===== config.mk =====
export PLATFORM = sky130hd
export DESIGN_NAME = tbrl_div1e9
export DESIGN_NICKNAME = d
export VERILOG_FILES = /design/src/sv/tbrl_pkg.sv /design/src/sv/tbrl_div1e9.sv
export SDC_FILE = /design/constraint.sdc
export NUM_CORES = 1
export LEC_CHECK = 0
export ABC_CLOCK_PERIOD_IN_PS = 10700
export BUFFER_PORTS_ARGS = -buffer_cell sky130_fd_sc_hd__buf_4
export CAP_MARGIN = 20
export CORE_MARGIN = 2
export CORE_UTILIZATION = 55
export DETAILED_ROUTE_END_ITERATION = 10
export PLACE_DENSITY_LB_ADDON = 0.3
export RECOVER_POWER = 50
export SLEW_MARGIN = 20
export SYNTH_ARGS = -nofsm -noshare
export SYNTH_HDL_FRONTEND = slang
export SYNTH_SLANG_ARGS = --single-unit
export TNS_END_PERCENT = 10

===== constraint.sdc =====
create_clock -name clk -period 10.7 [get_ports clk]
set_clock_uncertainty 0.05 [all_clocks]
set_input_delay 1.07 -clock clk [delete_from_list [all_inputs] [get_ports clk]]
set_output_delay 1.07 -clock clk [all_outputs]
set_load 0.01 [all_outputs]

===== src/sv/tbrl_pkg.sv =====
package tbrl_pkg;

  // field and port widths
  localparam int TIME_W      = 63;
  localparam int BURST_W     = 16;
  localparam int RATE_W      = 32;
  localparam int TOK_W       = 32;
  localparam int IN_TDATA_W  = 64;
  localparam int OUT_TDATA_W = 40;
  localparam int CFG_IDX_W   = 4;
  localparam int CFG_DATA_W  = 32;

  // divide by 1e9: quotient estimate from the top bits, times floor(2^62 / 1e9)
  localparam int NS_W        = 30;
  localparam int DIV_SHIFT   = 30;
  localparam int RECIP_W     = 33;
  localparam int RECIP_SHIFT = 32;
  localparam logic [NS_W-1:0]    NS_PER_SEC = 30'd1000000000;
  localparam logic [RECIP_W-1:0] RECIP_1E9  = 33'd4611686018;
  localparam logic [31:0]        NS_X1      = 32'd1000000000;
  localparam logic [31:0]        NS_X2      = 32'd2000000000;
  localparam logic [31:0]        NS_X3      = 32'd3000000000;

  // reset values of the registers
  localparam logic [BURST_W-1:0] BURST_RST = 16'd10;
  localparam logic [RATE_W-1:0]  RATE_RST  = 32'd65536;

  typedef enum logic [CFG_IDX_W-1:0] {
    CFG_BURST_SIZE  = 4'd0,
    CFG_REFILL_RATE = 4'd1
  } cfg_reg_e;

  typedef struct packed {
    logic first;    // first event after reset: fill to burst size
    logic advance;  // time moved forward: refill and clamp
  } ev_flags_t;

endpackage


===== src/sv/tbrl_div1e9.sv =====
// Three-stage divide by 1e9: reciprocal estimate, back-multiply, small correction.
module tbrl_div1e9 #(
  parameter int IN_W = 40,
  parameter int SB_W = 2
) (
  input  logic                       clk,
  input  logic                       rst,
  input  logic                       in_valid,
  output logic                       in_ready,
  input  logic [IN_W-1:0]            in_num,
  input  logic [SB_W-1:0]            in_sb,
  output logic                       out_valid,
  input  logic                       out_ready,
  output logic [IN_W-30:0]           quo,
  output logic [tbrl_pkg::NS_W-1:0]  rem,
  output logic [SB_W-1:0]            out_sb
);

  localparam int HI_W   = IN_W - tbrl_pkg::DIV_SHIFT;
  localparam int Q_W    = IN_W - 29;
  localparam int PROD_W = HI_W + tbrl_pkg::RECIP_W;

  logic            v1, v2, v3;
  logic            rdy1, rdy2, rdy3;
  logic [IN_W-1:0] x1;
  logic [Q_W-1:0]  q1, q2;
  logic [SB_W-1:0] sb1, sb2;
  logic [31:0]     r2;
  logic [PROD_W-1:0] est;
  logic [31:0]     qm;
  logic [1:0]      cnt;
  logic [31:0]     sub;

  assign rdy3     = !v3 || out_ready;
  assign rdy2     = !v2 || rdy3;
  assign rdy1     = !v1 || rdy2;
  assign in_ready = rdy1;
  assign out_valid = v3;

  // estimate is low by at most three
  assign est = PROD_W'(in_num[IN_W-1:tbrl_pkg::DIV_SHIFT]) * PROD_W'(tbrl_pkg::RECIP_1E9);
  // remainder is below 4e9, so the low 32 bits are exact
  assign qm  = 32'(q1) * 32'(tbrl_pkg::NS_PER_SEC);

  always_comb begin
    priority if (r2 >= tbrl_pkg::NS_X3) begin
      cnt = 2'd3;
      sub = tbrl_pkg::NS_X3;
    end else if (r2 >= tbrl_pkg::NS_X2) begin
      cnt = 2'd2;
      sub = tbrl_pkg::NS_X2;
    end else if (r2 >= tbrl_pkg::NS_X1) begin
      cnt = 2'd1;
      sub = tbrl_pkg::NS_X1;
    end else begin
      cnt = 2'd0;
      sub = 32'd0;
    end
  end

  always_ff @(posedge clk) begin
    if (rst) begin
      v1 <= 1'b0;
      v2 <= 1'b0;
      v3 <= 1'b0;
    end else begin
      if (rdy1) v1 <= in_valid;
      if (rdy2) v2 <= v1;
      if (rdy3) v3 <= v2;
    end
  end

  always_ff @(posedge clk) begin
    if (rdy1) begin
      x1  <= in_num;
      q1  <= Q_W'(est >> tbrl_pkg::RECIP_SHIFT);
      sb1 <= in_sb;
    end
    if (rdy2) begin
      r2  <= x1[31:0] - qm;
      q2  <= q1;
      sb2 <= sb1;
    end
    if (rdy3) begin
      quo    <= q2 + Q_W'(cnt);
      rem    <= tbrl_pkg::NS_W'(r2 - sub);
      out_sb <= sb2;
    end
  end

endmodule


# Word level (Yosys, flattened, before mapping)
# Index checks and enable logic that the tools add are counted.
# classes
addsub	3
n_mul	2
magnitude_cmp	3
muxes	6
n_reduce_logical	6
# op_table
operator	n
two-way mux 30 bit	3
multiplier 10 x 32 -> 42 bit (second input constant)	1
>= comparator 32 x 30 -> 1 bit (second input constant)	1
>= comparator 32 x 31 -> 1 bit (second input constant)	1
>= comparator 32 bit (second input constant)	1
subtractor 32 bit	1
subtractor 30 bit	1
multiplier 11 x 21 -> 23 bit (second input constant)	1
adder 11 x 2 -> 11 bit	1
two-way mux 2 bit	2
logical NOT 1 bit	3
logical OR 1 bit	3
two-way mux 1 bit	1
# totals
reg_bits	136
input_bits	46
output_inout_bits	45
elab_cells	32

# Logic depth before layout (Yosys ltp)
# Gate-level depths: netlist (run 1).
# logic_depth
word_depth	5
ltp_mapped	26
ltp_nobuf	26

# Least setup slack after synthesis (run 1)
# Ideal clock, no wire load.
# synth_path
path_type	reg2reg
startpoint	register q1[8]
endpoint	register r2[31] (data pin)
setup_ns	0.260
t_arrival_ns	5.717
required_ns	10.390
setup_slack_ns	4.673
stages_incl_launch_ff	25
path_buffers	0
period_less_slack_ns	6.027
cell_sequence	edfxtp_1 > ha_1 > xor2_1 > ha_1 > inv_1 > fa_1 > inv_1 > fa_1 > inv_1 > fa_1 > inv_1 > ha_1 > or2_2 > a31o_2 > o21a_1 > or2_2 > xnor2_1 > ha_1 > o2111a_1 > a21oi_1 > a21oi_1 > a41oi_1 > a211o_1 > o21ai_1 > xnor2_1
# synth_between
elab_chain_len	2
# synth_lines
element	line_no	text
start, declared	tbrl_div1e9.sv:26	logic [Q_W-1:0] q1, q2;
start signal, assigned	tbrl_div1e9.sv:76	q1 <= Q_W'(est >> tbrl_pkg::RECIP_SHIFT);
multiplier 11 x 21 -> 23 bit	tbrl_div1e9.sv:43	assign qm = 32'(q1) * 32'(tbrl_pkg::NS_PER_SEC);
subtractor 32 bit	tbrl_div1e9.sv:80	r2 <= x1[31:0] - qm;
end signal, assigned	tbrl_div1e9.sv:80	
end, declared	tbrl_div1e9.sv:28	logic [31:0] r2;
# Every way passes these cells.
# A chain may end at the register's enable or synchronous reset.

# Worst setup path after layout (run 1)
# layout_path
startpoint	register q1[2]
endpoint	register r2[31] (data pin)
# The elaborated chain is that of the path after synthesis.

==> results of run 1 <==
-- cells in the mapped netlist, types with 3 or more instances --
master     instances  area (sq um)
nor2_1            59           221
or2_2              4          25.0
a31oi_1            6          37.5
o211ai_1           6          45.0
nand2_1           38           143
and3_1             6          37.5
fa_1             119          2380
o2111ai_1          3          26.3
o21ai_1            3          15.0
a211oi_1           7          52.6
a21boi_0           4          30.0
o21a_1            16           120
o21ai_0           33           165
dfxtp_1            3          60.1
a211o_1            5          43.8
o31a_1             3          26.3
nor4_1             5          31.3
a21oi_1           48           240
and4_1             5          43.8
nand3_1           27           135
xor2_1            28           245
edfxtp_1         133          3990
a21o_1            17           128
nor3_1            14          70.1
nand2b_1          11          68.8
o21bai_1           8          60.1
nor4b_1            4          35.0
xnor2_1           49           429
nor2b_1            8          50.1
inv_1            241           905
nand4_1            8          50.1
ha_1             220          2750
-- layout make-up --
cell class	count	area share, %
well taps	319	2.72
flip-flops and latches	136	27.6
inverters	241	6.16
clock inverters	11	0.997
clock buffers	21	3.13
multi-input cells	802	54.9
repair buffers	94	4.47
-- registers in the layout, indices dropped and copies added, names as in the netlist --
register	cells
q2	11
quo	11
x1	32
out_valid	1
sb2	2
v2	1
q1	11
r2	32
out_sb	2
v1	1
sb1	2
rem	30
-- critical path, delay by kind of cell (launching register included) --
family          cells  cell delay, ns
compound gates      9            1.90
xor+xnor            2            0.21
fa+ha+maj           7            3.13
buf+inv             2            0.14
flops               1            0.59
simple gates        1            0.29
-- through the flow --
step / utilization [%] / instance area (sq um) / cells / setup slack (ns) / hold WS, ns
floorplan: - / 13000 / 1179 / 4.67 / 0.350
global placement: 60.6 / 14100 / 1592 / 4.15 / 0.352
detailed placement: 60.6 / 14100 / 1592 / 4.10 / 0.355
CTS: 63.2 / 14700 / 1624 / 4.07 / 0.366
global route: 63.0 / 14700 / 1624 / 3.81 / 0.368
finish: 63.0 / 14700 / 1624 / 4.10 / 0.366
-- placed cells by master (no fill, tap or decap), types with 11 or more instances in the layout --
master	Yosys	routed
nor3_1	14	14
clkbuf_16	0	17
ha_1	220	220
o21a_1	16	16
a21oi_1	48	48
nand2b_1	11	11
nor2_1	59	59
xnor2_1	49	49
xor2_1	28	28
o21ai_0	33	33
clkbuf_1	0	15
buf_4	0	49
inv_1	241	239
fa_1	119	119
nand3_1	27	27
edfxtp_1	133	133
clkbuf_4	0	32
a21o_1	17	17
nand2_1	38	37
-- final timing paths --
check / endpoint / slack, ns / cells after the start / startpoint
worst max-delay path: r2[31]$_DFFE_PP_ / 4.10 / 21 / q1[2]$_DFFE_PP_
worst min-delay path: r2[7]$_DFFE_PP_ / 0.37 / 0 / x1[7]$_DFFE_PP_
worst max register to register: r2[31]$_DFFE_PP_ / 4.10 / 21 / q1[2]$_DFFE_PP_
worst min register to register: r2[7]$_DFFE_PP_ / 0.37 / 0 / x1[7]$_DFFE_PP_
-- routing by layer --
| metal | vias up | track usage (%) |
|---|---|---|
| li1 | 4276 | - |
| met1 | 4236 | 26.9 |
| met2 | 180 | 41.0 |
| met3 | 38 | 3.64 |
| met4 | 0 | 6.62 |
| met5 | - | 0 |
-- kinds of logic (layout without fill, tap and decap cells) --
| kind of cell | Yosys count | in the layout | synth area share (%) |
|---|---|---|---|
| and+or+nand+nor | 198 | 198 | 7.53 |
| muxes | 1 | 1 | 0.0865 |
| xor gates and xnor gates | 77 | 77 | 5.18 |
| adders and majority gates | 339 | 339 | 39.4 |
| buffers and inverters | 241 | 367 | 6.95 |
| AOI/OAI and AO/OA | 187 | 187 | 9.70 |
| DFF | 136 | 136 | 31.1 |
==> summary.md, run 1 <==
| Metric | Value |
|---|---|
| Status | `complete, but fails checks` |
| Violated checks | `capacitance limit, slew limit` |
| Yosys warns | `0` |
| Top_reg_cell synth | `edfxtp_1` |
| DRT Pass-1 Iters | `5` |
| Final Critical Period | `6.60 ns` |
| Metal1 wirelength | `11000 um` |
| Post-synth EDFFs | `133` |
| Starting Density | `55.8%` |
| GPL Wtd Cong | `0.905` |
| Syn nets | `1564` |
| Register bit count reported by yosys | `136` |
| Met3 Routed Length | `891 um` |
| DRC viols | `0` |
| CTS Buf Count | `17` |
| Largest net degree at the start of global routing | `46` |
| Root Driver | `clkbuf_16` |
| Final Cycle Share | `61.7%` |
| Delay of the slowest cell on the worst path | `0.59 ns` |
| PortBufs | `90` |
| Routed WL | `26000 um` |
| # IOs | `91` |
| Mapped Area | `13000 sq um` |
| Setup tns final | `0 ns` |
| Share of cells above drive strength 1 | `9.58%` |
| DRT iter0 DRCs | `507` |
| # hold bufs at CTS | `0` |
| CTS Sinks | `136` |
| Slew Limit Fails | `136` |
| Vias in the first global route | `9039` |
| Via count | `8730` |
| Worst hold path type | `reg -> reg` |
| Actual transition at the worst max-transition pin | `2.52 ns` |
| CTS-repair resized insts | `0` |
| Post-synthesis sequential area ratio | `31.1%` |
| Worst path slowest cell | `edfxtp_1` |
| Uppermost layer routed | `met4` |
| Most frequent CP cell | `ha_1` |
| DR WL/cell | `16.0 um` |
| Die area | `24900 sq um` |
| Filler Cell Count | `1865` |
| Core area | `23300 sq um` |
| Cell variety after synth | `61` |
| Row count | `56` |
| Final net count | `1677` |
| Worst-path clk slew | `0.06 ns` |
| CP arrival | `6.72 ns` |
| Relative slew slack | `-68.1%` |
| Crit end category | `flip-flop` |
| ANT nets after route | `0` |
| Max Clk Rate | `152 MHz` |
| Kind of critical path | `reg -> reg` |
| H-tree depth | `4` |
| Ant diodes | `0` |
| Die Ht | `158 um` |
| Global-route wire length before repair | `43100 um` |
| Total area of sequential cells | `4050 sq um` |
| MaxCap Viol Count | `3` |
| Crit-path cells | `ha_1 > ha_1 > inv_1 > fa_1 > inv_1 > fa_1 > fa_1 > ha_1 > a211o_1 > a31o_2 > o21a_1 > or2_2 > xnor2_1 > ha_1 > o2111a_1 > a21oi_1 > a21oi_1 > a41oi_1 > a211o_1 > o21ai_1 > xnor2_1` |
| CTS tree | `built` |
| Synth Area per Inst | `11.0 sq um` |
| Total GRT Usage | `22.3%` |
| Clock Tree Buf Depth | `2` |
| Cells after Synth | `1179` |
| RSZ-0062 raised after global routing | `false` |
| # setup viols final | `0` |
| Final hold vios | `0` |
| Multi-input logic area | `8070 sq um` |
| Asr flop ratio synth | `0%` |
| Remaining global-route overflow | `0` |
| CP max FO | `8` |
| Detail Placement HPWL | `21300 um` |
| Die Span X | `158 um` |
| Post-CTS Setup Bufs | `0` |
| Vias per inst | `5.38` |
| Routed wl met2 | `13700 um` |
| Antenna violations before repair | `0` |
| Crit start category | `flip-flop` |
| Worst skew pair latency | `0.43 ns` |
| Worst endpoint required time | `10.82 ns` |
| Area grow syn2layout | `12.8%` |
Power of run 1 is left out: the tool's default activity adds up to more than one toggle a clock period on the data nets, which glitch-free logic cannot reach.
==> run 2, diff against run 1 <==
- ABC_CLOCK_PERIOD_IN_PS: 10700 -> 6500
- clock period: 10.7 -> 6.5 ns (I/O delays scaled with it)
==> run 2 against run 1 <==
The flow still finishes with violations (capacitance limit, slew limit); flip-flop and latch count did not move; via count is 0.94% higher; setup slack worse by 3.8 ns; clock-buffer cell count shrank 2; global-route usage grew 0.39 points; maximum frequency grew 5.7%; design area fell by 0.41%; largest cell class unchanged; register-to-register slack worse by 3.8 ns; final cell count rose by 0.74%; core utilization shrank 0.26 points; non-clock buffer count is 12 higher; first-iteration DRC count down 18%.
==> summary.md, run 2 (synthesis results as in run 1) <==
| Metric | Value |
|---|---|
| Status | `complete, but fails checks` |
| Violated checks | `capacitance limit, slew limit` |
| # setup viols final | `0 (unchanged)` |
| Actual transition at the worst max-transition pin | `2.39 ns (-0.134 ns)` |
| Clock Tree Buf Depth | `2 (unchanged)` |
| CP max FO | `6 (-2)` |
| # hold bufs at CTS | `0 (unchanged)` |
| Crit start category | `flip-flop` |
| # IOs | `91 (unchanged)` |
| Reg2Reg Setup Slack | `0.26 ns (-3.84 ns)` |
| Final Critical Period | `6.24 ns (-0.356 ns)` |
| PortBufs | `90 (unchanged)` |
| Final net count | `1689 (+0.72%)` |
| Antenna violations before repair | `0 (unchanged)` |
| Largest net degree at the start of global routing | `46 (unchanged)` |
| H-tree depth | `4 (unchanged)` |
| Crit. Startpoint | `q1[8]$_DFFE_PP_` |
| Routed WL | `27000 um (+3.9%)` |
| Via count | `8812 (+0.94%)` |
| ANT nets after route | `0 (unchanged)` |
| GPL Wtd Cong | `0.932 (+3.0%)` |
| CTS tree | `built` |
| Critical Path End | `r2[31]$_DFFE_PP_` |
| Die Span X | `158 um (unchanged)` |
| Total GRT Usage | `22.7% (+0.39 points)` |
| RR Endpoint | `r2[31]$_DFFE_PP_` |
| Final Util | `62.7% (-0.26 points)` |
| Vias per inst | `5.39 (+0.20%)` |
| Vias in the first global route | `9048 (+0.10%)` |
| CP arrival | `6.37 ns (-0.35 ns)` |
| Slew Limit Fails | `44 (-68%)` |
| Kind of critical path | `reg -> reg` |
| Die area | `24900 sq um (unchanged)` |
| Ant diodes | `0 (unchanged)` |
| Top flop regs | `r2: 32 flops, x1: 32 flops, rem: 30 flops` |
| Critical R2R Launch | `q1[8]$_DFFE_PP_` |
| Worst endpoint required time | `6.63 ns (-4.19 ns)` |
| Global-route wire length before repair | `43700 um (+1.3%)` |
| Core area | `23300 sq um (unchanged)` |
| Commonest non-fill, non-tap cell in the layout | `inv_1` |
| Root Driver | `clkbuf_16` |
| CTS Sinks | `136 (unchanged)` |
| Die Ht | `158 um (unchanged)` |
| Detail Placement HPWL | `21800 um (+2.3%)` |
| Worst-path clk slew | `0.06 ns (about the same)` |
| Starting Density | `55.8% (unchanged)` |
| Row count | `56 (unchanged)` |
| DR WL/cell | `16.5 um (+3.1%)` |
| DRT iter0 DRCs | `414 (-18%)` |
| DRT Pass-1 Iters | `5 (unchanged)` |
| Fin worst setup slack | `0.257 ns (-3.84 ns)` |
| Max Clk Rate | `160 MHz (+5.7%)` |
| Worst hold path type | `in -> reg` |
| R2R depth | `23 (+9.5%)` |
| Area grow syn2layout | `12.3%` |
| Crit end category | `flip-flop` |
| Final hold vios | `0 (unchanged)` |
| Final Cycle Share | `96.0% (+34 points)` |
| CTS Buf Count | `17 (unchanged)` |
| Share of cells above drive strength 1 | `7.74% (-1.8 points)` |
| MaxCap Viol Count | `1 (-2)` |
| Worst skew pair latency | `0.43 ns (about the same)` |
| DRC viols | `0 (unchanged)` |
| Place WS | `0.200 ns (-3.90 ns)` |
| Remaining global-route overflow | `0 (unchanged)` |
| Relative slew slack | `-59.2% (+8.9 points)` |
| Most frequent cells in the layout | `239 x inv_1, 219 x ha_1, 133 x edfxtp_1` |
## run 2: cell type report
cell class                      instances  area (sq um)
Clock buffer                           19           443
Clock inverter                         13           146
Fill cell                            1901          8700
Inverter                              241           905
Multi-Input combinational cell        802          8090
Sequential cell                       136          4050
Tap cell                              319           399
Timing Repair Buffer                  106           597
## run 2: stage by stage
stage / hold slack [ns] / setup TNS, ns / area, sq um / instances
after floorplan: 0.350 / 0 / 13000 / 1179
after global placement: 0.352 / 0 / 14200 / 1602
after detailed placement: 0.355 / 0 / 14200 / 1602
after CTS: 0.333 / 0 / 14800 / 1634
after global routing: 0.327 / -0.0307 / 14600 / 1636
final: 0.344 / 0 / 14600 / 1636
## run 2: layer usage
metal	wire length, um	GRT usage (%)
met4	485	6.45
met3	941	3.37
met2	14000	41.7
met5	0	0
met1	11600	27.7
## run 2: worst min-delay path by stage
stage / from / end / slack [ns] / cells past startpoint
floorplan: sb2[0]$_DFFE_PP_ / out_sb[0]$_DFFE_PP_ / 0.35 / 0
global placement: x1[0]$_DFFE_PP_ / r2[0]$_DFFE_PP_ / 0.35 / 0
detailed placement: x1[5]$_DFFE_PP_ / r2[5]$_DFFE_PP_ / 0.36 / 0
CTS: rst / v2$_SDFFE_PP0P_ / 0.33 / 2
global route: rst / v2$_SDFFE_PP0P_ / 0.33 / 2
finish: rst / v2$_SDFFE_PP0P_ / 0.34 / 2
## run 2: worst max-delay path: stages, from the launching register on
cell	delay, ns
edfxtp_1	0.40
buf_4	0.18
ha_1	0.38
ha_1	0.31
inv_1	0.05
fa_1	0.49
inv_1	0.05
fa_1	0.50
fa_1	0.50
ha_1	0.38
a211o_1	0.32
a31o_2	0.25
o21a_1	0.16
or2_2	0.29
a21o_1	0.18
a21oi_1	0.16
xor2_1	0.08
ha_1	0.38
a21oi_1	0.10
nor2b_1	0.15
a41oi_2	0.07
a211o_1	0.33
o21ai_2	0.16
xnor2_1	0.07
## run 2: what timing repair did
action                                  CTS  global route
hold endpoints to repair                  0             0
buffers inserted                          0             2
gates resized for setup                   0             4
endpoints found under the setup margin    0             2
Power of run 2 is left out for the same reason.
