**src/sv/tbrl_pkg.sv**
```systemverilog
package tbrl_pkg;

  // field and port widths
  localparam int TIME_W      = 63;
  localparam int BURST_W     = 16;
  localparam int RATE_W      = 32;
  localparam int TOK_W       = 32;
  localparam int IN_TDATA_W  = 64;
  localparam int OUT_TDATA_W = 40;
  localparam int CFG_IDX_W   = 4;
  localparam int CFG_DATA_W  = 32;

  // divide by 1e9: quotient estimate from the top bits, times floor(2^62 / 1e9)
  localparam int NS_W        = 30;
  localparam int DIV_SHIFT   = 30;
  localparam int RECIP_W     = 33;
  localparam int RECIP_SHIFT = 32;
  localparam logic [NS_W-1:0]    NS_PER_SEC = 30'd1000000000;
  localparam logic [RECIP_W-1:0] RECIP_1E9  = 33'd4611686018;
  localparam logic [31:0]        NS_X1      = 32'd1000000000;
  localparam logic [31:0]        NS_X2      = 32'd2000000000;
  localparam logic [31:0]        NS_X3      = 32'd3000000000;

  // reset values of the registers
  localparam logic [BURST_W-1:0] BURST_RST = 16'd10;
  localparam logic [RATE_W-1:0]  RATE_RST  = 32'd65536;

  typedef enum logic [CFG_IDX_W-1:0] {
    CFG_BURST_SIZE  = 4'd0,
    CFG_REFILL_RATE = 4'd1
  } cfg_reg_e;

  typedef struct packed {
    logic first;    // first event after reset: fill to burst size
    logic advance;  // time moved forward: refill and clamp
  } ev_flags_t;

endpackage

```
**src/sv/tbrl_bucket.sv**
```systemverilog
// Refill saturation, then the bucket level update and result register.
module tbrl_bucket #(
  parameter int FRAC_BITS = 16,
  parameter int WR_W      = 43
) (
  input  logic                           clk,
  input  logic                           rst,
  input  logic                           in_valid,
  output logic                           in_ready,
  input  tbrl_pkg::ev_flags_t            flags,
  input  logic [WR_W-1:0]                wr,
  input  logic [tbrl_pkg::RATE_W-1:0]    q,
  input  logic [tbrl_pkg::BURST_W-1:0]   burst_size,
  output logic                           out_valid,
  input  logic                           out_ready,
  output logic                           allowed,
  output logic [tbrl_pkg::TOK_W-1:0]     tokens_left
);

  localparam int CAP_W = tbrl_pkg::BURST_W + FRAC_BITS;
  localparam int SUM_W = WR_W + 1;
  localparam int CMP_W = (SUM_W > CAP_W) ? SUM_W : CAP_W;

  logic                rdy_a, rdy_b;
  logic                va, vb;
  tbrl_pkg::ev_flags_t fl_a;
  logic [CAP_W-1:0]    add_a;
  logic [CAP_W-1:0]    cap;
  logic [CAP_W-1:0]    one;
  logic [SUM_W-1:0]    sum;
  logic [CAP_W-1:0]    add_c;
  logic [CAP_W:0]      lvl_sum;
  logic [CAP_W-1:0]    refilled;
  logic [CAP_W-1:0]    base;
  logic                pass;
  logic [CAP_W-1:0]    level_next;
  logic [CAP_W-1:0]    level;

  assign cap = CAP_W'(burst_size) << FRAC_BITS;
  assign one = CAP_W'(1) << FRAC_BITS;

  assign rdy_b     = !vb || out_ready;
  assign rdy_a     = !va || rdy_b;
  assign in_ready  = rdy_a;
  assign out_valid = vb;

  // whole seconds plus fraction, saturated at the cap
  assign sum   = SUM_W'(wr) + SUM_W'(q);
  assign add_c = (CMP_W'(sum) >= CMP_W'(cap)) ? cap : CAP_W'(sum);

  always_comb begin
    lvl_sum  = (CAP_W+1)'(level) + (CAP_W+1)'(add_a);
    refilled = (lvl_sum > (CAP_W+1)'(cap)) ? cap : CAP_W'(lvl_sum);
    priority if (fl_a.first) base = cap;
    else if (fl_a.advance)   base = refilled;
    else                     base = level;
    pass       = (base >= one);
    level_next = pass ? base - one : base;
  end

  always_ff @(posedge clk) begin
    if (rst) begin
      va    <= 1'b0;
      vb    <= 1'b0;
      level <= '0;
    end else begin
      if (rdy_a) va <= in_valid;
      if (rdy_b) vb <= va;
      if (rdy_b && va) level <= level_next;
    end
  end

  always_ff @(posedge clk) begin
    if (rdy_a) begin
      fl_a  <= flags;
      add_a <= add_c;
    end
    if (rdy_b) begin
      allowed     <= pass;
      tokens_left <= tbrl_pkg::TOK_W'(level_next);
    end
  end

endmodule

```
**config.mk**
```make
export PLATFORM = sky130hd
export DESIGN_NAME = tbrl_bucket
export DESIGN_NICKNAME = d
export VERILOG_FILES = /design/src/sv/tbrl_pkg.sv /design/src/sv/tbrl_bucket.sv
export SDC_FILE = /design/constraint.sdc
export NUM_CORES = 1
export LEC_CHECK = 0
export BUFFER_PORTS_ARGS = -buffer_cell sky130_fd_sc_hd__buf_2
export CAP_MARGIN = 10
export CORE_ASPECT_RATIO = 0.5
export CORE_UTILIZATION = 34
export DETAILED_ROUTE_END_ITERATION = 8
export GPL_TIMING_DRIVEN = 0
export PLACE_DENSITY = 0.61
export SYNTH_ARGS = -nofsm -noshare
export SYNTH_HDL_FRONTEND = slang
export SYNTH_SLANG_ARGS = --single-unit
```
**constraint.sdc**
```tcl
create_clock -name clk -period 14.1 [get_ports clk]
set_input_delay 0 -clock clk [delete_from_list [all_inputs] [get_ports clk]]
set_output_delay 0 -clock clk [all_outputs]
set_load 0.05 [all_outputs]
```
## Yosys cells after proc, flatten, opt, wreduce, memory -nomap -nowiden

Cells that the tools add are included.

| cells by class | value |
|---|---|
| $lt $le $gt $ge | 3 |
| add/sub/neg operators | 3 |
| reductions and logical operators | 5 |
| multiplexer cells | 5 |

Operators by type and width:

| cell | number |
|---|---|
| 32-bit 2-to-1 mux | 5 |
| 43-bit by 32-bit adder with 44-bit output | 1 |
| 44-bit by 32-bit greater-or-equal comparator with 1-bit output | 1 |
| 32-bit by 32-bit adder with 33-bit output | 1 |
| 33-bit by 32-bit greater-than comparator with 1-bit output | 1 |
| 32-bit by 17-bit greater-or-equal comparator with 1-bit output (second input constant) | 1 |
| 32-bit by 17-bit subtractor with 32-bit output (second input constant) | 1 |
| 1-bit logical NOT | 2 |
| 1-bit logical OR | 2 |
| 1-bit logical AND | 1 |

| word-level totals | value |
|---|---|
| flip-flop bits (word level) | 101 |
| output and inout port bits | 35 |
| logic and storage cells | 25 |

## Depth between registers and ports, before layout

Gate-level depths: netlist of the first run.

| logic depth | value |
|---|---|
| depth after elaboration | 7 |
| mapped depth | 34 |
| depth with buffers taken out | 30 |

## Worst setup path before layout of the first run

OpenSTA, ideal clock, no wires.

| timing path | value |
|---|---|
| path type | reg2reg |
| start | register add_a[0] |
| end | register level[20] |
| setup slack | 7.680 ns |
| stages on the path, launching flop included | 34 |
| data arrival time | 6.341 ns |
| setup time | 0.079 ns |
| cell sequence | edfxtp_1 -> ha_1 -> fa_1 -> a211oi_2 -> o21ai_1 -> a211oi_2 -> o31ai_1 -> a31oi_1 -> o31ai_1 -> xnor2_1 -> inv_1 -> ha_1 -> a21o_1 -> a21o_1 -> a21oi_1 -> o21ai_0 -> nor3_4 -> a21o_1 -> buf_6 -> buf_2 -> mux2_2 -> a21oi_1 -> inv_1 -> ha_1 -> o21ai_0 -> a311o_1 -> nand3_1 -> nor4_4 -> and3_1 -> buf_4 -> inv_2 -> buf_6 -> a311o_1 -> o211ai_1 |

| on the way | value |
|---|---|
| cells in the longest elaborated chain, start to end | 7 |
| elaborated cells between the ends (all ways) | 8 |

Ends and longest elaborated chain:

| element | RTL line | source |
|---|---|---|
| start: declaration | tbrl_bucket.sv:27 | `logic [CAP_W-1:0] add_a;` |
| start signal: assignment | tbrl_bucket.sv:76 | `add_a <= add_c;` |
| 32-bit by 32-bit adder with 33-bit output (*) | tbrl_bucket.sv:52 | `lvl_sum = (CAP_W+1)'(level) + (CAP_W+1)'(add_a);` |
| 33-bit by 32-bit greater-than comparator with 1-bit output | tbrl_bucket.sv:53 | `refilled = (lvl_sum > (CAP_W+1)'(cap)) ? cap : CAP_W'(lvl_sum);` |
| 32-bit 2-to-1 mux (*) | tbrl_bucket.sv:53 |  |
| 32-bit 2-to-1 mux (*) | tbrl_bucket.sv:55 | `else if (fl_a.advance) base = refilled;` |
| 32-bit 2-to-1 mux (*) | tbrl_bucket.sv:54 | `priority if (fl_a.first) base = cap;` |
| 32-bit by 17-bit greater-or-equal comparator with 1-bit output (*) | tbrl_bucket.sv:57 | `pass = (base >= one);` |
| named net pass | tbrl_bucket.sv:35 | `logic pass;` |
| 32-bit 2-to-1 mux (*) | tbrl_bucket.sv:58 | `level_next = pass ? base - one : base;` |
| end signal: assignment | tbrl_bucket.sv:69 | `if (rdy_b && va) level <= level_next;` |
| end: declaration | tbrl_bucket.sv:37 | `logic [CAP_W-1:0] level;` |

Mark *: on every way through the listed nets, which the timed path passes. The rest lies on a longest branch.
A chain may end at the register's enable or synchronous reset.

## Final worst setup path of the first run

Same ends and word-level chain as after synthesis.

==> results of run 1 <==
-- timing repair --
item | CTS | global route
buffers inserted | 0 | 0
endpoints found under the setup margin | 0 | 0
endpoints found under the hold margin | 9 | 0
hold buffers | 9 | 0
-- path summary, 6_finish.rpt --
path | endpoint | depth (start not counted) | slack (ns)
worst max-delay path | level[20] | 33 | 6.08
worst max register to register | level[20] | 33 | 6.08
worst min register to register | level[0] | 2 | 0.52
worst min-delay path | add_a[18] | 2 | 0.02
-- kinds of logic after synthesis --
| group | count (synthesis) | share of synthesized area (%) |
|---|---|---|
| XOR/XNOR | 64 | 6.147 |
| multiplexers | 22 | 2.627 |
| adder cells (fa/ha/maj) | 100 | 13.70 |
| AND/OR/NAND/NOR | 359 | 19.40 |
| AO/OA/AOI/OAI | 337 | 25.33 |
| buffers and inverters | 83 | 3.655 |
| flip-flops | 101 | 29.14 |
-- worst reg2reg max path, delay by kind of cell, from the launching register on --
family	cells	cell delay, ns
compound gates	16	3.51
flops	1	0.43
mux	1	0.36
buf+inv	7	1.02
simple gates	4	1.05
xor+xnor	1	0.36
fa+ha+maj	4	1.23
-- cell type report --
class | count | area, um^2
Buffer | 27 | 127.6
Clock buffer | 12 | 236.5
Clock inverter | 4 | 58.81
Fill cell | 2720 | 15820
Inverter | 56 | 210.2
Multi-Input combinational cell | 882 | 6213
Sequential cell | 101 | 2693
Tap cell | 352 | 440.4
Timing Repair Buffer | 142 | 793.3
-- layout by cell type, fill, tap and decap left out, types with 7 or more instances in the layout --
master and count:
dlygate4sd3_1 9, o21a_1 16, nand3_1 38, nor2_1 98, a31oi_1 9, xor2_1 30
and3_1 9, a211oi_1 16, and2_1 12, inv_1 54, o211ai_1 8, o22ai_1 9
nor4_1 7, edfxtp_1 67, o21bai_1 14, o31ai_1 7, buf_2 134, dfxtp_1 34
or3_1 8, a21o_1 29, a21oi_1 102, ha_1 98, nand4_1 20, nand2b_1 12
nor3_1 23, o21ai_0 44, mux2_2 18, clkbuf_1 18, nor2b_1 8, clkbuf_16 9
nand2_1 96, xnor2_1 33
-- sequential cells by signal, indices dropped and copies added (netlist names) --
register	count
fl_a	2
allowed	1
out_valid	1
tokens_left	32
level	32
add_a	32
va	1
-- power groups by stage --
stage / combinational (W) / clock, W / sequential [W]
after floorplan: 0.000237 / 0 / 0.000398
after global placement: 0.000380 / 0 / 0.000356
after detailed placement: 0.000388 / 0 / 0.000356
after CTS: 0.000392 / 0.000266 / 0.000350
after global routing: 0.000431 / 0.000280 / 0.000352
final: 0.000396 / 0.000263 / 0.000350
-- cell usage after synthesis, types with 4 or more instances --
library cell	count	area, um^2
o211ai_1	8	60.06
a211o_1	5	43.79
a21oi_1	102	510.5
nand2b_1	12	75.07
xnor2_1	33	289.0
inv_1	54	202.7
o21bai_1	14	105.1
mux2i_1	4	40.04
a31oi_1	9	56.30
mux2_2	18	202.7
a211oi_1	16	120.1
o21a_1	16	120.1
o22ai_1	9	56.30
xor2_1	30	262.8
edfxtp_1	67	2012
and2_1	12	75.07
nand2_1	97	364.1
o21ai_1	6	30.03
a311o_1	5	50.05
nor2b_1	8	50.05
nand3b_1	4	30.03
a311oi_1	6	52.55
dfxtp_1	34	680.7
nor2_1	98	367.9
a22oi_1	4	30.03
or3_1	8	50.05
nand4_1	20	125.1
nand3_1	38	190.2
o21ai_0	44	220.2
and3_1	9	56.30
nor3_1	23	115.1
a311oi_2	6	90.09
nor4_1	7	43.79
a21o_1	29	217.7
buf_1	5	18.77
ha_1	98	1226
clkbuf_1	15	56.30
o31ai_1	7	52.55
-- layer usage --
layer / up-vias / global-route usage, % / routed length (um)
met5: - / 0 / 0
met4: 0 / 4.276 / 351
met3: 28 / 3.224 / 2028
met2: 267 / 30.93 / 12060
met1: 4169 / 32.16 / 15100
li1: 4336 / - / -
-- stage by stage --
step           total power [W]  instance area (um^2)  util (%)  hold WS [ns]  instances
3_5_place_dp         0.0007442                 10360     38.96        0.1783       1550
5_1_grt               0.001063                 10770     40.51       0.02063       1576
3_3_place_gp         0.0007363                 10340     38.88        0.1767       1549
4_1_cts               0.001008                 10750     40.41      0.007836       1575
2_1_floorplan        0.0006353                  9241         -       0.09887       1066
6_report              0.001009                 10770     40.51       0.01799       1576
==> run metrics, run 1 <==
final count of pins violating max slew 0; clock group share of total power 26.1%; Num Clock Sinks 101; Post-DP HPWL 24.54 mm; Num CTS Buffers 9; DR pass1 iterations 5; pre-CTS setup slack 6.185 ns; fin crit share 56.90%; Crit path max-delay family compound AO/OA/AOI/OAI gates; global-route wire length before repair 45.98 mm; Die ar. 27880 um^2; Syn Std Cell Area 9241 um^2; share of layout cells above drive strength 1 17.73%; WL per Instance 18.74 um; VDD IR max 0.00005755 V; root buf cell clkbuf_16; kind of critical path reg2reg; Post-DRT Antenna Nets 0; number of synthesized flops with an enable pin 67; Max Clock Skew 0.008389 ns; Internal 0.0006173 W; combinational power share 39.2%; Data arrival, critical path 8.31 ns; diodes inserted 0; gr usage total 21.10%; vias in the first global route 8313; switching share of total power 38.84%; Placement Rows 42; reg2reg start add_a[0]; Fin. Hold Viols 0; crit path max fanout 10; total gr overflow 0; die height 118.6 um; Via density 5.584; sequential fraction of the synthesis area 29.14%; Post-route DRC 0; slowest stage delay, CP 0.44 ns; die width 235.2 um; Syn Area/Cell 8.669 um^2; Critical Path Start add_a[0]; Worst Tran Pin Value 0.8758 ns; IO buf count 131; CTS tree built; CORE AREA 26590 um^2; final wirelength 29.54 mm; CP bufs+invs 7; CP required 14.39 ns; pin count of the biggest net entering global routing 36; Max-slew headroom 40.99%; asr flop ratio synth 0%; Leakage 4.653 nW; io pins 132; status finished clean; setup violators final 0; min-delay src burst_size[2]; Worst Hold Class in2reg; post-CTS resize count 0; top_reg_cell synth edfxtp_1; Seq pwr share 34.7%; Synth Instances 1066; library cells used by synthesis 88; routability congestion estimate 0.9048; # H-tree levels 3; clock-pin slew on the worst setup and hold paths 0.07 ns; DR iter-0 viols 774; Max Root-Sink Buffers 2; P&R area growth vs syn 16.57%; P_sw 0.0003920 W; CP Capture Type register; number of synthesized register bits 101; clk_lat worst skew 0.36 ns; post-route setup TNS 0 ns; critical path's slowest cell fa_1; fmax 0.1246 GHz; NumNets Final 1416; CP Launch Type register; antenna violations before repair 0; fin worst setup slack 6.077 ns; Power Dens Cells 93.69 nW/um^2; routed vias 8800; YS warnings 0; MaxCap Viol Count 0; Period minus WS final 8.023 ns; Starting Density 34.75%; Net Count, Synth 1263; RSZ-0062 raised after global routing false
Note: power is estimated with default switching activity, not from simulation.
==> run 2: changes to the inputs <==
Settings changed: ABC_AREA set to 1.
Clock period 14.1 ns to 8.25 ns, I/O delays scaled along.
==> run metrics, run 2 <==
status finished clean (unchanged); Power Dens Cells 152.2 nW/um^2 (was 93.69 nW/um^2); gr usage total 21.25% (was 21.10%); biggest regs add_a (32), level (32), tokens_left (32) (unchanged); Post-route DRC 0 (unchanged); Starting Density 35.04% (was 34.75%); Syn Std Cell Area 10300 um^2 (was 9241 um^2); post-CTS resize count 0 (unchanged); Worst Hold Class in2reg (unchanged); WL per Instance 15.55 um (was 18.74 um); NumNets Final 1911 (was 1416); sequential fraction of the synthesis area 26.14% (was 29.14%); Synth Instances 1561 (was 1066); most frequent cells in the layout nand2_1, inv_1, nor2_1, buf_2, nand3_1 (was buf_2, a21oi_1, nor2_1, ha_1, nand2_1); most frequent cell after synthesis nand2_1 (was a21oi_1); DR iter-0 viols 848 (was 774); GRT met2 Usage 31.80% (was 30.93%); IO buf count 131 (unchanged); Max-slew headroom 45.49% (was 40.99%); Via density 4.976 (was 5.584); YS warnings 0 (unchanged); DR pass1 iterations 5 (unchanged); Post-DP HPWL 27.97 mm (was 24.54 mm); RSZ-0062 raised after global routing false (unchanged); slowest stage delay, CP 0.50 ns (was 0.44 ns); asr flop ratio synth 0% (unchanged); Net Count, Synth 1758 (was 1263); CP required 8.38 ns (was 14.39 ns); Worst Tran Pin Value 0.8176 ns (was 0.8758 ns); GR peak layer met1 (unchanged); number of synthesized register bits 101 (unchanged); top_reg_cell synth edfxtp_1 (unchanged); largest area contributor in the netlist edfxtp_1 (unchanged); antenna violations before repair 0 (unchanged); fin crit share 75.76% (was 56.90%); final count of pins violating max slew 0 (unchanged); total gr overflow 0 (unchanged); pin count of the biggest net entering global routing 36 (unchanged); setup violators final 0 (unchanged); CTS tree built (unchanged); final wirelength 32.80 mm (was 29.54 mm); diodes inserted 0 (unchanged); Post-DRT Antenna Nets 0 (unchanged); kind of critical path reg2reg (unchanged); crit path max fanout 10 (unchanged); Num Clock Sinks 101 (unchanged); CP most frequent cell nand2_1; MaxCap Viol Count 0 (unchanged); routability congestion estimate 0.9728 (was 0.9048); clk_lat worst skew 0.36 ns (about the same); Fin. Hold Viols 0 (unchanged); Data arrival, critical path 6.38 ns (was 8.31 ns); # H-tree levels 3 (unchanged); number of synthesized flops with an enable pin 67 (unchanged); vias in the first global route 9760 (was 8313); Max Clock Skew 0.009486 ns (was 0.008389 ns); Period minus WS final 6.250 ns (was 8.023 ns); Leakage 6.142 nW (was 4.653 nW); VDD IR max 0.0001056 V (was 0.00005755 V); CORE AREA 29400 um^2 (was 26590 um^2); Placement Rows 44 (was 42); library cells used by synthesis 53 (was 88); clock-pin slew on the worst setup and hold paths 0.08 ns (was 0.07 ns); Die ar. 31040 um^2 (was 27880 um^2); critical path's slowest cell nor3_1 (was fa_1); io pins 132 (unchanged); fmax 0.1600 GHz (was 0.1246 GHz); Synth top cells by count nand2_1, inv_1, nor2_1 (was a21oi_1, ha_1, nor2_1); Non-Filler Instances 2110 (was 1576); Max Root-Sink Buffers 2 (unchanged); root buf cell clkbuf_16 (unchanged); die height 125.1 um (was 118.6 um); share of layout cells above drive strength 1 12.91% (was 17.73%); M3 GR Usage 2.404% (was 3.224%); P&R area growth vs syn 15.35% (was 16.57%); post-route setup TNS 0 ns (unchanged); CP Launch Type register (unchanged); GR met1 Demand/Resource 32.45% (was 32.16%); most common cell after layout, fill and taps aside nand2_1 (was buf_2); global-route wire length before repair 51.72 mm (was 45.98 mm); CP Capture Type register (unchanged); placed cell count 2085 (was 1550); Syn Area/Cell 6.598 um^2 (was 8.669 um^2); top-area cell type share of the netlist area 19.53% (was 21.77%); routed vias 10500 (was 8800); synth top area cells edfxtp_1, nand2_1, ha_1, inv_1, nor2_1 (was edfxtp_1, ha_1, dfxtp_1, a21oi_1, nor2_1); Num CTS Buffers 9 (unchanged); die width 248.1 um (was 235.2 um)
[run 2: cell types whose count changed after synthesis, moves of 16 or more]
cell,change
inv_1,+132
o21ai_0,+20
xnor2_1,-16
nor2_1,+88
mux2_2,-18
nand2_1,+344
nand3_1,+86
nand2_2,+16
a21o_1,-22
[run 2: metrics by stage]
| step | cell area, um^2 | power, W | util, % | hold WS, ns | setup slack, ns |
|---|---|---|---|---|---|
| floorplan | 10300 | 0.001160 | - | 0.06907 | 3.362 |
| global placement | 11440 | 0.001371 | 38.93 | 0.1761 | 1.998 |
| detailed placement | 11500 | 0.001374 | 39.11 | 0.1796 | 2.066 |
| CTS | 11880 | 0.001811 | 40.42 | 0.0002243 | 2.033 |
| global route | 11880 | 0.001922 | 40.42 | 0.01565 | 1.533 |
| finish | 11880 | 0.001808 | 40.42 | 0.01609 | 2.000 |
[run 2: repair_timing]
item	CTS	global route
buffers inserted	0	0
hold buffers	9	0
hold endpoints to repair	11	0
[run 2: layout make-up]
cell class / count / area, um^2
Sequential cell: 101 / 2693
Timing Repair Buffer: 142 / 793.3
Clock inverter: 7 / 68.82
Fill cell: 3189 / 17520
Inverter: 192 / 720.7
Clock buffer: 9 / 225.2
Tap cell: 391 / 489.2
Multi-Input combinational cell: 1235 / 6694
Buffer: 33 / 197.7
[run 2: report_power, final]
group          switching [W]  internal [W]
registers          0.0000268      0.000580
logic               0.000514      0.000255
clock network       0.000220      0.000213
[run 2: kinds of logic (layout without fill, tap and decap cells)]
| family | count (synthesis) | after routing | synth area share, % |
|---|---|---|---|
| buffers and inverters | 225 | 383 | 8.916 |
| XOR/XNOR | 59 | 59 | 5.017 |
| flip-flops | 101 | 101 | 26.14 |
| AND/OR/NAND/NOR | 836 | 836 | 34.16 |
| adder cells (fa/ha/maj) | 100 | 100 | 12.29 |
| AO/OA/AOI/OAI | 240 | 240 | 13.47 |
[run 2: critical path, delay by kind of cell, from the launching register on]
family	cells	cell delay, ns
simple gates	22	2.79
flops	1	0.43
buf+inv	8	0.87
xor+xnor	1	0.30
fa+ha+maj	4	1.34
compound gates	2	0.28
[run 2: layer usage]
layer	routed length, um	share of wire (%)
met1	16750	51
met4	426	1.3
met5	0	0
met3	2130	6.5
met2	13490	41
[run 2: final timing paths]
check                                    start               to  slack, ns  cells after the start
worst min register to register              va        out_valid       0.54                      2
worst max-delay path                  add_a[0]  tokens_left[27]       2.00                     37
worst max register to register        add_a[0]  tokens_left[27]       2.00                     37
worst min-delay path            burst_size[11]        add_a[27]       0.02                      3
==> run 3: changes to the inputs <==
Clock period 8.25 ns to 6 ns, I/O delays scaled along.
==> run metrics, run 3 (synthesis results as in run 2) <==
status finished clean (unchanged); placed cell count 2085 (unchanged); final count of pins violating max slew 0 (unchanged); root buf cell clkbuf_16 (unchanged); Post-route DRC 0 (unchanged); Power Dens Cells 209.4 nW/um^2 (was 152.2 nW/um^2); setup violators final 0 (unchanged); die width 248.1 um (unchanged); CORE AREA 29400 um^2 (unchanged); Hold Path Stages 3 (unchanged); Reg2Reg Capture Point tokens_left[27] (unchanged); share of layout cells above drive strength 1 13.42% (was 12.91%); CP Launch Type register (unchanged); fin crit share 94.19% (was 75.76%); Max Root-Sink Buffers 2 (unchanged); diodes inserted 0 (unchanged); Post-DP HPWL 27.97 mm (unchanged); most common cell after layout, fill and taps aside nand2_1 (unchanged); Fin. Hold Viols 0 (unchanged); P&R area growth vs syn 15.89% (was 15.35%); Data arrival, critical path 5.78 ns (was 6.38 ns); die height 125.1 um (unchanged); critical path's slowest cell edfxtp_1 (was nor3_1); Leakage 6.158 nW (was 6.142 nW); Die ar. 31040 um^2 (unchanged); total of fill cells in the finished design 3182 (was 3189); Non-Filler Instances 2112 (was 2110); MaxCap Viol Count 0 (unchanged); IO buf count 131 (unchanged); CP most frequent cell nand2_1 (unchanged); VDD IR max 0.0001460 V (was 0.0001056 V); kind of critical path reg2reg (unchanged); clock-pin slew on the worst setup and hold paths 0.08 ns (about the same); Period minus WS final 5.651 ns (was 6.250 ns); reg2reg start add_a[0] (unchanged); Via density 4.977 (was 4.976); end point of the worst hold path add_a[27] (unchanged); slowest stage delay, CP 0.43 ns (was 0.50 ns); most frequent cells in the layout nand2_1, nor2_1, inv_1, buf_2, nand3_1 (was nand2_1, inv_1, nor2_1, buf_2, nand3_1); vias in the first global route 9772 (was 9760); flop-to-flop setup slack 0.35 ns (was 2.00 ns); Post-DRT Antenna Nets 0 (unchanged); Placement Rows 44 (unchanged); io pins 132 (unchanged); Reg2Reg Depth 40 (was 37); # H-tree levels 3 (unchanged); total gr overflow 0 (unchanged); DR iter-0 viols 780 (was 848); Max-slew headroom 45.65% (was 45.49%); Starting Density 35.04% (unchanged); final wirelength 32.80 mm (about the same); clk_lat worst skew 0.37 ns (was 0.36 ns); CP Capture Type register (unchanged); gr usage total 21.25% (unchanged); WL per Instance 15.53 um (was 15.55 um); Worst Tran Pin Value 0.8152 ns (was 0.8176 ns); pin count of the biggest net entering global routing 36 (unchanged); Num Clock Sinks 101 (unchanged); fmax 0.1770 GHz (was 0.1600 GHz); global-route wire length before repair 51.74 mm (was 51.72 mm); Max Clock Skew 0.009889 ns (was 0.009486 ns); min-delay src burst_size[11] (unchanged); crit path max fanout 10 (unchanged); DR pass1 iterations 5 (unchanged); antenna violations before repair 0 (unchanged); routability congestion estimate 0.9728 (unchanged); routed vias 10510 (was 10500); CTS tree built (unchanged); Worst Hold Class in2reg (unchanged); final hold slack 0.01634 ns (was 0.01609 ns); Num CTS Buffers 9 (unchanged); biggest regs add_a (32), level (32), tokens_left (32) (unchanged); NumNets Final 1913 (was 1911); CP required 6.13 ns (was 8.38 ns)
-- run 3: area by class of cell --
cell class / count / area [um^2] / share of cell area, %
buffer: 33 / 197.7 / 1.656
clock buffer: 9 / 225.2 / 1.887
clock inverter: 7 / 68.82 / 0.5765
inverter: 192 / 720.7 / 6.038
multi-input combinational: 1235 / 6734 / 56.42
sequential: 101 / 2693 / 22.56
tap: 391 / 489.2 / 4.099
timing repair buffer: 144 / 808.3 / 6.772
-- run 3: critical path: cells and delay by family (launching register included) --
kind | cells | cell delay (ns)
xor+xnor | 1 | 0.19
buf+inv | 7 | 0.69
compound gates | 3 | 0.41
simple gates | 25 | 2.52
flops | 1 | 0.43
fa+ha+maj | 4 | 1.17
-- run 3: worst max path at each step --
stage / startpoint / to / slack (ns) / depth (start not counted)
5_1_grt: add_a[0] / tokens_left[27] / -0.02 / 40
3_5_place_dp: add_a[0] / tokens_left[27] / -0.18 / 37
2_1_floorplan: add_a[0] / tokens_left[21] / 1.11 / 40
6_report: add_a[0] / tokens_left[27] / 0.35 / 40
4_1_cts: add_a[0] / tokens_left[27] / 0.07 / 40
3_3_place_gp: add_a[0] / tokens_left[27] / -0.25 / 37
-- run 3: metal layers --
| layer | up-vias | track usage [%] | wire length [um] |
|---|---|---|---|
| met5 | - | 0 | 0 |
| met4 | 0 | 4.268 | 409 |
| met2 | 330 | 31.82 | 13550 |
| met3 | 24 | 2.404 | 2252 |
| met1 | 4693 | 32.44 | 16590 |
| li1 | 5465 | - | - |
-- run 3: power by group --
group | switching, W | total [W] | internal (W)
Combinational | 0.000711 | 0.00107 | 0.000356
Clock | 0.000304 | 0.000597 | 0.000293
Sequential | 0.0000369 | 0.000835 | 0.000798
Total | 0.00105 | 0.00250 | 0.00145
-- run 3: stage by stage --
stage / total power, W / util [%] / instance area, um^2 / worst slack, ns / TNS, ns
6_report: 0.002499 / 40.60 / 11940 / 0.3488 / 0
5_1_grt: 0.002654 / 40.60 / 11940 / -0.01696 / -0.03682
4_1_cts: 0.002494 / 40.48 / 11900 / 0.07225 / 0
3_5_place_dp: 0.001890 / 39.11 / 11500 / -0.1845 / -2.624
3_3_place_gp: 0.001885 / 38.93 / 11440 / -0.2520 / -4.455
2_1_floorplan: 0.001594 / - / 10300 / 1.112 / 0
-- run 3: repair_timing --
item / in CTS / in global routing
resized for setup: 2 / 8
setup buffers: 1 / 1
endpoints found under the setup margin: 28 / 32
hold endpoints to repair: 11 / 0
pin swaps: 1 / 0
hold buffers: 9 / 0
